**config.mk**
```make
export PLATFORM = sky130hd
export DESIGN_NAME = efla_table
export DESIGN_NICKNAME = d
export VERILOG_FILES = /design/src/hw/rtl/efla_pkg.sv /design/src/hw/rtl/efla_table.sv
export SDC_FILE = /design/constraint.sdc
export NUM_CORES = 2
export LEC_CHECK = 0
export BUFFER_PORTS_ARGS = -buffer_cell sky130_fd_sc_hd__buf_4
export CAP_MARGIN = 40
export CORE_UTILIZATION = 40
export DETAILED_ROUTE_END_ITERATION = 12
export SYNTH_ARGS = -nofsm -noshare
export SYNTH_HDL_FRONTEND = slang
export SYNTH_SLANG_ARGS = --single-unit
export TNS_END_PERCENT = 5
```
**constraint.sdc**
```tcl
create_clock -name clock -period 6.1 [get_ports clock]
set_clock_uncertainty 0.05 [all_clocks]
set_input_delay 0.305 -clock clock [delete_from_list [all_inputs] [get_ports clock]]
set_output_delay 0.305 -clock clock [all_outputs]
set_load 0.01 [all_outputs]
```
**src/hw/rtl/efla_pkg.sv**
```systemverilog
// ----------------------------------------------------------------------------
// efla_pkg
// Shared types and codes for the extent free-list allocator.
// ----------------------------------------------------------------------------
package efla_pkg;

   typedef enum logic [1:0] {
      REQ_FREE  = 2'd0,
      REQ_ALLOC = 2'd1,
      REQ_CLEAR = 2'd2,
      REQ_NOP   = 2'd3
   } req_code_type;

   typedef enum logic [1:0] {
      ST_DONE    = 2'd0,
      ST_NOFIT   = 2'd1,
      ST_OVERLAP = 2'd2,
      ST_FULL    = 2'd3
   } status_code_type;

   typedef enum logic [3:0] {
      FS_IDLE,
      FS_SCAN_RD,
      FS_SCAN_CHK,
      FS_DECIDE,
      FS_SHIFT_RD,
      FS_SHIFT_WR,
      FS_WRITE,
      FS_RESP
   } fsm_state_type;

   // memory access request from the controller to the extent table
   typedef struct packed {
      logic        rd;
      logic        wr;
      logic [31:0] wr_first;
      logic [31:0] wr_last;
   } mem_cmd_type;

endpackage

```
**src/hw/rtl/efla_table.sv**
```systemverilog
// ----------------------------------------------------------------------------
// efla_table
// Extent table: two 32-bit arrays, one write port and one registered read port.
// ----------------------------------------------------------------------------
module efla_table #(
   parameter int AW = 6
) (
   input  logic                 clock,
   input  efla_pkg::mem_cmd_type cmd,
   input  logic [AW-1:0]        wr_addr,
   input  logic [AW-1:0]        rd_addr,
   output logic [31:0]          rd_first,
   output logic [31:0]          rd_last
);
   import efla_pkg::*;

   logic [31:0] first_mem [2**AW];
   logic [31:0] last_mem  [2**AW];

   always_ff @(posedge clock) begin
      if (cmd.wr) begin
         first_mem[wr_addr] <= cmd.wr_first;
         last_mem[wr_addr]  <= cmd.wr_last;
      end
      if (cmd.rd) begin
         rd_first <= first_mem[rd_addr];
         rd_last  <= last_mem[rd_addr];
      end
   end

endmodule

```
# Yosys cells after proc, flatten, opt, wreduce, memory -nomap -nowiden
# Memories as Yosys holds them, arrays and structs flattened. A register that Yosys moved wholly into a read port is not among the register bits.
# Cells that the tools add are included.
# word_totals
memories	2
ram_bits	4096
inputBits	79
elab_cells	4
ff_bits	0
out_inout_bits	64
# mem_list
name	words	width	rd	rd_ports_with_merged_regs	wr	line_no	text
first_mem	64	32	1	1	1	efla_table.sv:17	logic [31:0] first_mem [2**AW];
last_mem	64	32	1	1	1	efla_table.sv:18	logic [31:0] last_mem [2**AW];
# classes
muxes	2
# ops
operator	n
$mux W1	2

# Logic depth before layout (Yosys ltp)
# logic_depth
depth_word	2
depth_mapped	9
depth_no_buf	4

# Worst setup path after synthesis
# No wires, ideal clock.
# synth_timing
path_type	input to register
start	input port wr_addr[4]
end	memory first_mem[16][0] (enable)
slack_ps	1749
path_stages	4
t_arrival_ps	3815
t_required_ps	5564
setup_time_ps	486
n_path_buf	2
path_cell_list	clkbuf_1 > or3b_2 > clkbuf_1 > nor2_1
# synth_rtl
element	line_no	text
start, declared	efla_table.sv:10	input logic [AW-1:0] wr_addr,
end, declared	efla_table.sv:17	
# No word-level cell before the write port.

# Worst setup path after layout
# layout_timing
start	input port wr_addr[0]
end	memory first_mem[61][10] (enable)
# No word-level cell before the write port.

==> impl_metrics.toml <==
[place]
dp_slack_ns = 2.25
gp_congestion = 0.788
dp_cells = 11700
dp_hpwl_mm = 256
io_buffers = 142

[grt]
gr-total-overflow = 0
grt_max_degree = 99
grt_first_pass_wirelength_mm = 645
antenna_found_initial = 35
grt_pass1_vias = 76800
track_usage_pct = 23.8

[drt]
routedWlPerCell_um = 37.6
vias = 77300
drcViolationCount = 8
routed_wirelength_mm = 472
ant_nets = 0
viasPerCell = 6.15
dr_wl_met2_mm = 234
met1_length_mm = 182
drt_iter0_markers = 10600
first_pass_iters = 11
highest_layer = "met5"
route.met3.wl_mm = 41.3

[timing]
fin_crit_sh_pct = 49.3
fin_crit_ns = 3.01
rsz0062_at_grt = "no"
worstMarginPinSlew_ns = 1.01
slew_viol_final = 0
fmax_mhz = 332
setup-violations-final = 0
setup_ws_ns = 3.09
final.setup.tns_ns = 0
holdWs_ns = 0.0808
finalHoldViolations = 0
max-slew-margin-rel_pct = 32.5

[synth]
syn_avg_cell_area_um2 = 24.1
synth_seq_area_share_pct = 79.8
ys_warn_count = 0
synth_nets = 6584
syn_area_um2 = 156000
ys_ff_latch = 4160
syn_inst = 6505
synth.distinct_cells = 29

[clock_tree]
cts_resized = 0
cts_tree = "built"
cts.sinks = 4160
clk_pin_slew_ns = 0.06
root_buffer = "clkbuf_16"
clockBufferDepth = 4
cts_buffers = 410
insertion_delay_ns = 0.97
h-tree-depth = 5

[floorplanning]
core-area_um2 = 389000
initial_utilization_pct = 40.2
dieArea_um2 = 394000
row_count = 229
dieWidth_um = 627
die_y_um = 627
io_pins = 143

[worst_setup_path]
worstSetupPathType = "in -> reg"
crit_required_ns = 6.63
reg2reg_slack_ns = 3.70
startpoint_type = "input port"
worstPathArrival_ns = 3.54
cp_max_fo = 28
endpoint_kind = "register"

[status]
status = "complete, but fails checks"
violations = "DRC"

[final_layout]
stdcell_count = 12600
mostFrequentLayoutCells = "edfxtp_1, mux4_2, clkbuf_16"
drive_gt1_share_pct = 28.4
layout.nets = 7094
final_common_cell = "edfxtp_1"
area_growth_pct = 15.0

[power_and_ir_drop]
p_per_area_nw_per_um2 = 331
leakagePower_nw = 55.4
p_total_mw = 59.5
vdd_drop_max_v = 0.000279

[run]
cap_violations = 0

[min_path]
hold_path_class = "in -> reg"
[worst paths after layout]
kind                    startpoint           endpoint  cells past startpoint
setup reg to reg  last_mem[61][15]        rd_last[15]                      5
hold reg to reg   last_mem[36][21]        rd_last[21]                      4
hold / removal          wr_addr[2]    last_mem[19][2]                      5
setup / recovery        wr_addr[0]  first_mem[61][10]                      5
[what timing repair did]
action | in CTS | in global routing
buffers inserted | 0 | 0
endpoints found under the hold margin | 4132 | 0
hold buffers | 67 | 0
[kinds of logic after synthesis]
group | Yosys count | synth area share, %
AOI/OAI and AO/OA | 575 | 2.79
buffers and inverters | 378 | 1.24
DFF | 4160 | 79.8
muxes | 1114 | 15.3
and+or+nand+nor | 278 | 0.828
[final cells by class]
cell class                 instances  area, um2
fill                           31900     209000
clock inverter                   262       2370
multi-input combinational       1967      30200
antenna                           15       37.5
tap                             5197       6500
timing repair buffer             475       5200
sequential                      4160     125000
inverter                           1       3.75
clock buffer                     489      10700
[power breakdown]
group / switching (mW) / leakage, nW / internal (mW) / total [mW]
combinational: 1.80 / 11.5 / 1.04 / 2.84
sequential: 0.127 / 37.5 / 31.7 / 31.8
clock: 10.8 / 6.41 / 14.0 / 24.8
[flip-flops by register name, indices dropped and copies added (netlist names)]
signal,flops
first_mem,2048
rd_first,32
rd_last,32
last_mem,2048
[cell usage after synthesis]
master	n	share of area, %
edfxtp_1	4160	80
mux4_2	1024	15
a22oi_1	256	1.2
clkbuf_1	140	0.34
buf_2	136	0.43
nand3_1	133	0.43
nor2_1	110	0.26
o22ai_1	102	0.41
mux2i_1	90	0.58
o211a_1	64	0.41
o221ai_1	64	0.36
a211oi_1	63	0.30
buf_4	50	0.24
buf_1	29	0.070
a21oi_1	25	0.080
buf_6	21	0.15
nand2_1	7	0.017
nor2b_1	7	0.028
nand2b_1	4	0.016
nand3b_1	4	0.019
and2_1	3	0.012
or3_1	3	0.012
or2_2	2	0.0080
or3b_1	2	0.011
or3b_2	2	0.011
a221oi_1	1	0.0056
clkbuf_2	1	0.0032
inv_2	1	0.0024
nand4_1	1	0.0040
[per-layer routing]
metal	GRT usage, %	vias to the layer above
met5	0	-
met4	7.33	10
met3	4.00	699
met2	39.5	4113
met1	32.3	43000
li1	-	29400
[critical path, stage by stage]
cell and delay, ns:
dlygate4sd3_1 0.64, buf_4 0.17, nand3_1 0.62, nor2_4 0.94, buf_4 0.78
[metrics by stage]
step / util, % / instance area (um2)
2_1_floorplan: - / 156000
3_3_place_gp: 42.5 / 165000
3_5_place_dp: 42.7 / 166000
4_1_cts: 46.2 / 180000
5_1_grt: 46.2 / 180000
6_report: 46.2 / 180000
Note: power is estimated with default switching activity, not from simulation.
